File: src/hw/rtl/escape_time_fractal_pixel_assert.svh
// assertion macros for the escape-time fractal pixel block
`ifndef ESCAPE_TIME_FRACTAL_PIXEL_ASSERT_SVH
`define ESCAPE_TIME_FRACTAL_PIXEL_ASSERT_SVH

// same-cycle implication, sampled on clk, quiet during reset
`define ETFP_ASSERT_NOW(label, ante, cons, msg) \
	label: assert property (@(posedge clk) disable iff (!arst_n) (ante) |-> (cons)) \
		else $error(msg);

// next-cycle implication, sampled on clk, quiet during reset
`define ETFP_ASSERT_NEXT(label, ante, cons, msg) \
	label: assert property (@(posedge clk) disable iff (!arst_n) (ante) |=> (cons)) \
		else $error(msg);

`endif

File: src/hw/rtl/etfp_pkg.sv
// types, constants and helper functions of the escape-time fractal pixel block
`timescale 1ns / 1ps

package etfp_pkg;

	// configuration register indexes
	localparam int unsigned CFG_INDEX_W = 2;
	localparam logic [CFG_INDEX_W-1:0] REG_PIXEL_STEP      = 2'd0;
	localparam logic [CFG_INDEX_W-1:0] REG_CENTER_REAL     = 2'd1;
	localparam logic [CFG_INDEX_W-1:0] REG_CENTER_IMAG     = 2'd2;
	localparam logic [CFG_INDEX_W-1:0] REG_ITERATION_LIMIT = 2'd3;

	// register reset values
	localparam logic [30:0]        PIXEL_STEP_RST      = 31'd1073741;
	localparam logic signed [31:0] CENTER_REAL_RST     = -32'sd134217728;
	localparam logic signed [31:0] CENTER_IMAG_RST     = 32'sd0;
	localparam logic [15:0]        ITERATION_LIMIT_RST = 16'd1000;

	// |z|^2 > 4 at Q8.56
	localparam logic [63:0] BAILOUT_Q56 = 64'h0400_0000_0000_0000;

	localparam int unsigned Q_FRAC = 28;

	typedef enum logic [8:0] {
		ST_IDLE   = 9'b000000001,
		ST_MAP_X  = 9'b000000010,
		ST_MAP_Y  = 9'b000000100,
		ST_SEED   = 9'b000001000,
		ST_SQ_RE  = 9'b000010000,
		ST_SQ_IM  = 9'b000100000,
		ST_CROSS  = 9'b001000000,
		ST_UPDATE = 9'b010000000,
		ST_DONE   = 9'b100000000
	} state_t;

	typedef struct packed {
		logic [7:0] red;
		logic [7:0] green;
		logic [7:0] blue;
	} rgb_t;

	// clamp a wide signed value to the q4.28 range
	function automatic logic signed [31:0] sat_q428(input logic signed [63:0] v);
		logic signed [31:0] r;
		if (v[63:31] == '0 || v[63:31] == '1) begin
			r = v[31:0];
		end else if (v[63]) begin
			r = 32'sh8000_0000;
		end else begin
			r = 32'sh7fff_ffff;
		end
		return r;
	endfunction

	// escape count to colour, all components wrap modulo 256
	function automatic rgb_t colour_of(input logic [15:0] n, input logic [15:0] limit);
		rgb_t       c;
		logic [7:0] u;
		u = n[7:0];
		c = '0;
		if (n == limit) begin
			c = '0;
		end else if (n == 16'd0) begin
			c.red = 8'd255;
		end else if (n < 16'd16) begin
			c.red  = 8'((8'd16 - u) << 4);
			c.blue = 8'((u << 4) - 8'd1);
		end else if (u < 8'd32) begin
			c.green = 8'((u - 8'd16) << 4);
			c.blue  = 8'(((8'd32 - u) << 4) - 8'd1);
		end else if (u < 8'd64) begin
			c.red   = 8'((u - 8'd32) << 3);
			c.green = 8'(((8'd64 - u) << 3) - 8'd1);
		end else begin
			c.red = 8'(8'd255 - ((u - 8'd64) << 2));
		end
		return c;
	endfunction

endpackage

File: src/hw/rtl/escape_time_fractal_pixel.sv
// top level of the escape-time fractal pixel block
`timescale 1ns / 1ps

// escape-time fractal pixel: an item is one pixel (pixel_x, pixel_y). it is
// mapped to c = (2*p - size) * pixel_step / 2 + center, saturated to signed
// q4.28, and z = z^2 + c is iterated from z = c until |z|^2 > 4 or the count
// reaches iteration_limit. the result item carries the count, an in-set flag
// and an rgb colour (black inside the set). all products go through one
// registered 32x32 signed multiplier: mapping takes two products, and every
// iteration takes three (re^2, im^2, re*im). one item is worked on at a
// time; in_ready is high only between items. the finished result sits in
// an output register, so the next pixel is taken while the previous result
// still waits for out_ready. configuration writes take effect at once and
// must only be issued while the block is idle.
module escape_time_fractal_pixel
	import etfp_pkg::*;
#(
	parameter int IMAGE_WIDTH  = 1024,
	parameter int IMAGE_HEIGHT = 768
) (
	input  logic                   clk,
	input  logic                   arst_n,
	// configuration write port
	input  logic                   cfg_we,
	input  logic [CFG_INDEX_W-1:0] cfg_index,
	input  logic [31:0]            cfg_data,
	// pixel items
	input  logic                   in_valid,
	output logic                   in_ready,
	input  logic [9:0]             pixel_x,
	input  logic [9:0]             pixel_y,
	// result items
	output logic                   out_valid,
	input  logic                   out_ready,
	output logic [15:0]            escape_count,
	output logic                   inside_set,
	output logic [7:0]             red,
	output logic [7:0]             green,
	output logic [7:0]             blue
);

`include "escape_time_fractal_pixel_assert.svh"

	// configuration registers
	logic [30:0]        pixel_step_q;
	logic signed [31:0] center_real_q;
	logic signed [31:0] center_imag_q;
	logic [15:0]        iteration_limit_q;

	// sequencer and working registers
	state_t             state_q, state_d;
	logic [9:0]         px_q, py_q;
	logic [15:0]        limit_q;
	logic [15:0]        n_q;
	logic signed [31:0] c_re_q, c_im_q;
	logic signed [31:0] z_re_q, z_im_q;
	logic [63:0]        re2_q;
	logic signed [63:0] diff_q;

	// shared multiplier
	logic signed [31:0] mul_a, mul_b;
	logic signed [63:0] mul_p;
	logic signed [63:0] prod_q;

	// output register
	logic               out_valid_q;
	logic [15:0]        count_q;
	logic               inside_q;
	rgb_t               rgb_q;

	// derived values
	logic signed [31:0] twice_x, twice_y;
	logic signed [31:0] step_s;
	logic signed [31:0] map_c;
	logic [63:0]        sq_sum;
	logic               bail;
	logic               at_limit;
	logic               out_free;
	logic               in_fire;
	rgb_t               rgb_d;

	// (2*p - size), exact in 32 bits for every legal image size
	assign twice_x = $signed({21'd0, px_q, 1'b0}) - 32'(IMAGE_WIDTH);
	assign twice_y = $signed({21'd0, py_q, 1'b0}) - 32'(IMAGE_HEIGHT);
	assign step_s  = $signed({1'b0, pixel_step_q});

	// product halved toward minus infinity, offset added, saturated;
	// in ST_MAP_Y the product is the x axis, in ST_SEED the y axis
	always_comb begin
		if (state_q == ST_MAP_Y) begin
			map_c = sat_q428((prod_q >>> 1) + 64'(center_real_q));
		end else begin
			map_c = sat_q428((prod_q >>> 1) + 64'(center_imag_q));
		end
	end

	// bailout test at full q8.56 width; both squares are non-negative
	assign sq_sum   = re2_q + 64'(prod_q);
	assign bail     = sq_sum > BAILOUT_Q56;
	assign at_limit = n_q == limit_q;

	assign out_free = !out_valid_q || out_ready;
	assign in_ready = state_q == ST_IDLE;
	assign in_fire  = in_valid && in_ready;
	assign rgb_d    = colour_of(n_q, limit_q);

	// operand select for the shared multiplier
	always_comb begin
		unique case (state_q)
			ST_MAP_X: begin
				mul_a = twice_x;
				mul_b = step_s;
			end
			ST_MAP_Y: begin
				mul_a = twice_y;
				mul_b = step_s;
			end
			ST_SQ_RE: begin
				mul_a = z_re_q;
				mul_b = z_re_q;
			end
			ST_SQ_IM: begin
				mul_a = z_im_q;
				mul_b = z_im_q;
			end
			ST_CROSS: begin
				mul_a = z_re_q;
				mul_b = z_im_q;
			end
			default: begin
				mul_a = z_re_q;
				mul_b = z_im_q;
			end
		endcase
	end

	assign mul_p = mul_a * mul_b;

	// sequencer
	always_comb begin
		state_d = state_q;
		unique case (state_q)
			ST_IDLE:   if (in_valid) state_d = ST_MAP_X;
			ST_MAP_X:  state_d = ST_MAP_Y;
			ST_MAP_Y:  state_d = ST_SEED;
			ST_SEED:   state_d = ST_SQ_RE;
			// count checked before each step, so a zero limit takes no step
			ST_SQ_RE:  state_d = at_limit ? ST_DONE : ST_SQ_IM;
			ST_SQ_IM:  state_d = ST_CROSS;
			ST_CROSS:  state_d = bail ? ST_DONE : ST_UPDATE;
			ST_UPDATE: state_d = ST_SQ_RE;
			// wait here only while the previous result is still held
			ST_DONE:   if (out_free) state_d = ST_IDLE;
			default:   state_d = ST_IDLE;
		endcase
	end

	always_ff @(posedge clk or negedge arst_n) begin
		if (!arst_n) begin
			state_q <= ST_IDLE;
		end else begin
			state_q <= state_d;
		end
	end

	// configuration writes
	always_ff @(posedge clk or negedge arst_n) begin
		if (!arst_n) begin
			pixel_step_q      <= PIXEL_STEP_RST;
			center_real_q     <= CENTER_REAL_RST;
			center_imag_q     <= CENTER_IMAG_RST;
			iteration_limit_q <= ITERATION_LIMIT_RST;
		end else if (cfg_we) begin
			unique case (cfg_index)
				REG_PIXEL_STEP:      pixel_step_q      <= cfg_data[30:0];
				REG_CENTER_REAL:     center_real_q     <= $signed(cfg_data);
				REG_CENTER_IMAG:     center_imag_q     <= $signed(cfg_data);
				REG_ITERATION_LIMIT: iteration_limit_q <= cfg_data[15:0];
				default:             pixel_step_q      <= pixel_step_q;
			endcase
		end
	end

	// datapath registers, no reset needed
	always_ff @(posedge clk) begin
		prod_q <= mul_p;
		if (in_fire) begin
			px_q    <= pixel_x;
			py_q    <= pixel_y;
			limit_q <= iteration_limit_q;
		end
		if (state_q == ST_MAP_Y) begin
			c_re_q <= map_c;
		end
		if (state_q == ST_SEED) begin
			c_im_q <= map_c;
			z_re_q <= c_re_q;
			z_im_q <= map_c;
		end
		if (state_q == ST_SQ_IM) begin
			re2_q <= 64'(prod_q);
		end
		if (state_q == ST_CROSS) begin
			diff_q <= $signed(re2_q) - prod_q;
		end
		// new z from the old z: cross term and difference of squares
		if (state_q == ST_UPDATE) begin
			z_im_q <= sat_q428((prod_q >>> (Q_FRAC - 1)) + 64'(c_im_q));
			z_re_q <= sat_q428((diff_q >>> Q_FRAC) + 64'(c_re_q));
		end
	end

	// step counter
	always_ff @(posedge clk or negedge arst_n) begin
		if (!arst_n) begin
			n_q <= '0;
		end else if (in_fire) begin
			n_q <= '0;
		end else if (state_q == ST_UPDATE) begin
			n_q <= n_q + 16'd1;
		end
	end

	// output register
	always_ff @(posedge clk or negedge arst_n) begin
		if (!arst_n) begin
			out_valid_q <= 1'b0;
		end else if (state_q == ST_DONE && out_free) begin
			out_valid_q <= 1'b1;
		end else if (out_ready) begin
			out_valid_q <= 1'b0;
		end
	end

	always_ff @(posedge clk) begin
		if (state_q == ST_DONE && out_free) begin
			count_q  <= n_q;
			inside_q <= at_limit;
			rgb_q    <= rgb_d;
		end
	end

	assign out_valid    = out_valid_q;
	assign escape_count = count_q;
	assign inside_set   = inside_q;
	assign red          = rgb_q.red;
	assign green        = rgb_q.green;
	assign blue         = rgb_q.blue;

	// the count never runs past the limit captured with the pixel
	`ETFP_ASSERT_NOW(a_count_bounded, state_q != ST_IDLE, n_q <= limit_q,
		"step count passed the iteration limit")

	// a point inside the set is always drawn black
	`ETFP_ASSERT_NOW(a_inside_black, out_valid && inside_set,
		red == 8'd0 && green == 8'd0 && blue == 8'd0, "inside point not black")

	// a result only appears after the sequencer finished an item
	`ETFP_ASSERT_NOW(a_result_from_done, $rose(out_valid), $past(state_q) == ST_DONE,
		"result shown without a finished item")

endmodule

File: config.mk
export PLATFORM = sky130hd
export DESIGN_NAME = escape_time_fractal_pixel
export DESIGN_NICKNAME = d
export VERILOG_FILES = /design/src/hw/rtl/etfp_pkg.sv /design/src/hw/rtl/escape_time_fractal_pixel.sv
export VERILOG_INCLUDE_DIRS = /design/src /design/src/hw/rtl
export SDC_FILE = /design/constraint.sdc
export NUM_CORES = 2
export LEC_CHECK = 0
export ABC_AREA = 1
export CAP_MARGIN = 25
export CORE_MARGIN = 8
export CORE_UTILIZATION = 55
export CTS_CLUSTER_DIAMETER = 120
export DETAILED_ROUTE_END_ITERATION = 6
export DONT_BUFFER_PORTS = 1
export PLACE_DENSITY = 0.77
export SETUP_SLACK_MARGIN = 0.1
export SLEW_MARGIN = 20
export SYNTH_ARGS = -nofsm -noshare
export SYNTH_HDL_FRONTEND = slang
export SYNTH_SLANG_ARGS = --single-unit
File: constraint.sdc
create_clock -name clk -period 12.4 [get_ports clk]
set_input_delay 2.48 -clock clk [delete_from_list [all_inputs] [get_ports clk]]
set_output_delay 2.48 -clock clk [all_outputs]
set_load 0.05 [all_outputs]
==> Word level (Yosys, flattened, before mapping) <==
Index checks and enable logic that the tools add are counted.
{ "word_totals": {"elab_cells": 126, "in_bits": 59, "latchBits": 0, "regBits": 534, "ramBits": 0, "mem_count": 0, "out_inout_bits": 43, "mem_bits_ro": 0} }
{ "op_classes": {"bitwise": 1, "n_div": 0, "magnitude_cmp": 4, "mul": 1, "shift": 0, "addsub": 19, "n_mux": 32, "eq_ne": 19, "reduce_logical": 27} }
{ "ops": {"columns": ["cell", "count"], "rows": [
  ["32-bit two-way mux", 13],
  ["33-bit == test, second input constant", 4],
  ["33-bit logical NOT", 4],
  ["63-bit by 32-bit adder with 64-bit output", 2],
  ["32-bit case mux with 3 select lines", 1],
  ["9-bit case mux with 8 select lines", 1],
  ["64-bit adder", 1],
  ["64-bit by 59-bit > comparator with 1-bit output, second input constant", 1],
  ["32-bit by 32-bit multiplier with 64-bit output", 1],
  ["8-bit two-way mux", 8],
  ["32-bit case mux with 2 select lines", 1],
  ["64-bit subtractor", 1],
  ["37-bit by 32-bit adder with 38-bit output", 1],
  ["36-bit by 32-bit adder with 37-bit output", 1],
  ["9-bit two-way mux", 4],
  ["16-bit two-way mux", 2],
  ["8-bit by 1-bit subtractor with 8-bit output, second input constant", 3],
  ["16-bit by 1-bit adder with 16-bit output, second input constant", 1],
  ["16-bit == test", 1],
  ["16-bit logical NOT", 1],
  ["16-bit by 5-bit < comparator with 1-bit output, second input constant", 1],
  ["11-bit by 10-bit subtractor with 12-bit output, second input constant", 1],
  ["11-bit by 11-bit subtractor with 12-bit output, second input constant", 1],
  ["2-bit AND reduction", 5],
  ["30 further kinds", 43]
]} }

==> Depth between registers and ports, before layout <==
{ "logic_depth": {"ltp_word": 7, "ltp_mapped": 48, "mapped_depth_nobuf": 46} }

==> Worst setup path after synthesis <==
No wires, ideal clock.
{ "synth_timing": {"path_kind": "register to register", "startpoint": "reg state_q[6]", "endpoint": "reg prod_q[63]", "setup_slack_ns": 3.173, "setup_ns": 0.122, "stages_incl_launch_ff": 42, "n_path_buf": 2, "arrival_ns": 9.106, "synth_period_minus_slack_ns": 9.227, "required_time_ns": 12.278, "path_cell_list": "dfrtp_1 > nor2_1 > inv_1 > nor2_1 > inv_2 > nor2_2 > nand2_2 > inv_2 > clkbuf_1 > a221oi_1 > nand2_1 > clkbuf_1 > nand2_1 > fa_1 > inv_1 > fa_1 > fa_1 > inv_1 > [... 6 more ...] > fa_1 > inv_1 > fa_1 > inv_1 > ha_1 > a21oi_1 > inv_1 > a31oi_1 > o21ai_0 > nand2_1 > nand3_1 > a21oi_1 > nor2_1 > a21boi_0 > o21ai_0 > nand3_1 > nand2_1 > xor2_1"} }
{ "synth_between": {"elab_chain_cells": 4, "word_cells_on_any_way": 8, "classes_between": "mul (1); eq/ne (4); mux (2); reduce/logical (1)"} }
{ "synth_lines": {"columns": ["element", "line_no", "text"], "rows": [
  ["start: declaration", "escape_time_fractal_pixel.sv:51", "state_t state_q, state_d;"],
  ["start signal: assignment", "escape_time_fractal_pixel.sv:162", "state_q <= state_d;"],
  ["9-bit by 3-bit == test with 1-bit output or 9-bit by 2-bit == test with 1-bit output (tied branches)", "escape_time_fractal_pixel.sv:109", "unique case (state_q)"],
  ["2-bit OR reduction (no line)", null, null],
  ["32-bit case mux with 2 select lines", "escape_time_fractal_pixel.sv:109", null],
  ["32-bit by 32-bit multiplier with 64-bit output (*)", "escape_time_fractal_pixel.sv:137", "assign mul_p = mul_a * mul_b;"],
  ["named net mul_p[63]", "escape_time_fractal_pixel.sv:62", "logic signed [63:0] mul_p;"],
  ["end signal: assignment", "escape_time_fractal_pixel.sv:186", "prod_q <= mul_p;"],
  ["end: declaration", "escape_time_fractal_pixel.sv:63", "logic signed [63:0] prod_q;"]
]} }
The timed path passes the listed nets; every way through them passes the cells marked *.
A chain may end at the register's enable or synchronous reset.

==> Worst setup path after layout <==
{ "layout_timing": {"startpoint": "reg state_q[1]", "endpoint": "reg prod_q[63]"} }
The elaborated chain is that of the path after synthesis.

==> results <==
- For this design, the CTS-stage hold fixing added 0 buffers.
- The core outline area is 147300 µm².
- The maximum number of pins on one net before global-route repair is 138.
- The flow ran to the end, but the final reports show violations.
- No sink is reached through more buffers than the 3 on the longest clock path.
- The number of nets handed over by synthesis was 12.84k.
- The clock drives 500 sinks.
- On the final layout, the worst clock skew is 0.03410 ns.
- The slew at the pin closest to its max-slew limit is 1.207 ns.
- Input and output buffers added on the ports amount to 0.
- The number of top-level pins is 102.
- After synthesis the netlist holds a flip-flop and latch count of 500.
- Gates resized during post-CTS repair numbered 0.
- The highest cell delay on the worst timing path is 0.91 ns.
- After synthesis, the share of cell area in mux cells is 0%.
- Summing the areas of all and, or, nand and nor instances in the mapped netlist gives 24.02% of the synthesized area.
- The type of element capturing the critical path is a register.
- For this configuration, the core starts out at a cell density of 55.23%.
- After Yosys synthesis, full adders, half adders and majority gates account for 34.62% of the synthesized area.
- The timing startpoint of the critical path is state_q[1]$_DFFE_PN0P_.
- Data on the critical path is required at its endpoint by 12.91 ns.
- The number of max-slew violations in the final report is 0.
- The fraction of the mapped netlist area in compound gates is 8.466%.
- The maximum net fanout on the critical path is 31.
- Across the run, the number of max-cap violations was 0.
- The number of hold-slack violations in the final timing report was 0.
- Clock-pin slew was measured on the worst setup and hold paths at 0.07 ns.
- After routing, the total negative slack on setup checks comes to 0 ns.
- For this run the aggregate overflow at the end of global routing stands at 0.
- The number of enable flip-flop cells after synthesis is 299.
- The distinct cell type count of the synthesized netlist is 63.
- The iteration-0 DRC count of the detailed router is 9185.
- Across all layers, the routed design uses 75.88k vias.
- The latest clock arrival within the worst-skew pair is 0.66 ns.
- The number of antenna violations at the first check in global routing is 53.
- The class of the worst hold path is register to register.
- The number of setup buffers added after CTS is 0.
- The die is 400.6 µm tall.
- The number of warnings reported in the yosys synthesis log is 0.
- For this run, the post-layout net count is 12.75k.
- Summing the areas of all xor and xnor instances in the mapped netlist gives 3.199% of the synthesized area.
- Counting I/O delays and the setup requirement, the final critical path takes 11.45 ns.
- The worst hold path begins at iteration_limit_q[12]$_DFFE_PN0P_.
- The number of search-and-repair iterations in the first detailed-routing pass is 7.
- In the synthesized netlist the dominant register cell turns out to be sky130_fd_sc_hd__edfxtp_1.
- Row generation in the floorplan step produced 141 rows.
- From synthesis to final layout, the design area changed by 5.218%.
- The detailed-route wire length is 325300 µm.
- The half-perimeter wire length of the detailed placement result is 273600 µm.
- The count of final setup violators is 0.
- The global placer's final weighted congestion is 1.073.
- The post-synthesis instance total is 11.19k.
- The worst setup path is of the register to register kind.
- Setup repair after global routing left no endpoint under its margin.
- The remaining antenna violation count is 0.
- The checks that failed: design-rule violations.
- The maximum operating frequency is 87.35 MHz.
- The share of layout cells above drive strength 1 is 3.760%.
- The critical path's most frequent cell is sky130_fd_sc_hd__fa_1.
- STA classifies the critical path startpoint as a register.
- The largest family of logic cells by synthesized area is adder cells.
- The post-synthesis async set-or-reset flop share is 27.40%.
- The root buffer cell is sky130_fd_sc_hd__clkbuf_16.
- The worst relative slew slack is 19.43%.
- From left edge to right edge, the die measures 400.6 µm.
- The die covers 160500 µm².
- The number of clock buffers added by TritonCTS is 58.
- Hold is met by 0.4471 ns.
- After synthesis the cells add up to 81360 µm².
- The worst endpoint data arrival time is 11.96 ns.
- The first global-routing pass estimated 476800 µm of wire.
- After layout, the worst path uses 92.33% of the clock period.
- Of the synthesized area, sequential elements account for 16.86%.
- The average footprint of a synthesized cell is 7.274 µm².
- In the routed design, unresolved DRC markers number 7.
- The detail-routed via count per cell is 5.789.
- The worst flop-to-flop path startpoint is state_q[1]$_DFFE_PN0P_.
- The final-layout fill cell count is 13.77k.
- The critical-path cell with the highest stage delay is sky130_fd_sc_hd__o21a_1.
- The TritonCTS clock tree is built.
- CTS built an H-tree with a depth of 2.
- The total global routing track utilization is 39.51%.
- In the final routed layout, each cell accounts on average for 24.82 µm.
- The via count of the first global-routing pass is 74.65k.
==> final cells by class <==
| type | instances | area (µm²) | area share (%) |
|---|---|---|---|
| repair buffers | 127 | 985.9 | 1.152 |
| flip-flops and latches | 500 | 13710 | 16.02 |
| multi-input cells | 7964 | 57300 | 66.94 |
| clock buffers | 70 | 1580 | 1.846 |
| clock inverters | 40 | 354.1 | 0.4137 |
| diodes | 33 | 82.58 | 0.09647 |
| well taps | 1930 | 2415 | 2.821 |
| inverters | 2443 | 9171 | 10.71 |
==> layer usage <==
layer  track usage (%)  part of all wire [%]  up-vias  wire, µm
met1             52.60                    39    36570    127500
met4             21.84                   6.6       24     21450
met2             58.39                    42     4441    137000
met3             10.88                    12      890     39220
li1                  -                     -    33950         -
met5                 0                 0.049        -       161
==> cells in the final DEF (no fill, tap or decap), types with 41 or more instances in the layout <==
cell                        netlist  final
sky130_fd_sc_hd__nor3_1          76     75
sky130_fd_sc_hd__xor2_1         214    214
sky130_fd_sc_hd__o21bai_1        41     41
sky130_fd_sc_hd__edfxtp_1       299    299
sky130_fd_sc_hd__fa_1          1087   1087
sky130_fd_sc_hd__dfxtp_1         64     64
sky130_fd_sc_hd__a31oi_1         71     71
sky130_fd_sc_hd__xnor2_1         80     80
sky130_fd_sc_hd__inv_1         2396   2395
sky130_fd_sc_hd__ha_1           512    512
sky130_fd_sc_hd__a21oi_1        517    516
sky130_fd_sc_hd__nand2_1       2903   2902
sky130_fd_sc_hd__o21ai_0        373    364
sky130_fd_sc_hd__nand4_1        102    102
sky130_fd_sc_hd__buf_4            9    124
sky130_fd_sc_hd__nor2_1        1248   1244
sky130_fd_sc_hd__dfrtp_1        117    117
sky130_fd_sc_hd__nand3_1        383    380
sky130_fd_sc_hd__clkbuf_16        0     61
==> cells in the mapped netlist (117+ instances only) <==
cell type	count	area share, %
sky130_fd_sc_hd__a21oi_1	517	3.2
sky130_fd_sc_hd__buf_2	119	0.73
sky130_fd_sc_hd__clkbuf_1	143	0.66
sky130_fd_sc_hd__dfrtp_1	117	3.6
sky130_fd_sc_hd__edfxtp_1	299	11
sky130_fd_sc_hd__fa_1	1087	27
sky130_fd_sc_hd__ha_1	512	7.9
sky130_fd_sc_hd__inv_1	2396	11
sky130_fd_sc_hd__nand2_1	2903	13
sky130_fd_sc_hd__nand3_1	383	2.4
sky130_fd_sc_hd__nor2_1	1248	5.8
sky130_fd_sc_hd__o21ai_0	373	2.3
sky130_fd_sc_hd__xor2_1	214	2.3
==> state kept, by name, indices dropped and copies added, names as in the netlist, 16 cells and up <==
name and cells:
center_imag_q 32, re2_q 64, prod_q 64, pixel_step_q 31
diff_q 36, c_re_q 32, limit_q 16, z_im_q 32
n_q 16, escape_count 16, z_re_q 32, c_im_q 32
center_real_q 32, iteration_limit_q 16
==> cell families (layout without fill, tap and decap cells) <==
| logic type | after synthesis | after routing |
|---|---|---|
| AO/OA/AOI/OAI | 1218 | 1218 |
| buffers and inverters | 2721 | 2680 |
| AND/OR/NAND/NOR | 4852 | 4852 |
| XOR/XNOR | 295 | 295 |
| adder cells (fa/ha/maj) | 1599 | 1599 |
| other | 0 | 33 |
| flip-flops | 500 | 500 |
==> final timing paths <==
path                                                       to  slack (ns)  depth (start not counted)
worst max-delay path                       prod_q[63]$_DFF_P_        0.95                         35
worst min-delay path                    limit_q[12]$_DFFE_PP_        0.45                          0
worst max register to register             prod_q[63]$_DFF_P_        0.95                         35
worst min register to register          limit_q[12]$_DFFE_PP_        0.45                          0
max in group asynchronous       center_imag_q[30]$_DFFE_PN0P_       10.45                          0
min in group asynchronous        pixel_step_q[10]$_DFFE_PN0P_        1.53                          0
==> per-stage QoR <==
stage | setup slack [ns] | std cells | cell area (µm²) | utilization, %
after CTS | 1.325 | 13070 | 85500 | 58.04
after global routing | 0.5764 | 13080 | 85530 | 58.06
after detailed placement | 1.416 | 12960 | 83560 | 56.73
after floorplan | 3.173 | 11190 | 81360 | -
final | 0.9513 | 13110 | 85600 | 58.11
after global placement | 1.585 | 12960 | 83540 | 56.71
==> worst max-delay path, delay by kind of cell (launching register included) <==
| family | cells | cell delay, ns |
|---|---|---|
| and+or+nand+nor | 10 | 1.73 |
| adders and majority gates | 9 | 4.29 |
| AOI/OAI and AO/OA | 7 | 2.78 |
| xor gates and xnor gates | 1 | 0.16 |
| DFF | 1 | 0.39 |
| buffers and inverters | 8 | 1.93 |
Power is left out: the tool's default activity adds up to more than one toggle a clock period on the data nets, which glitch-free logic cannot reach.
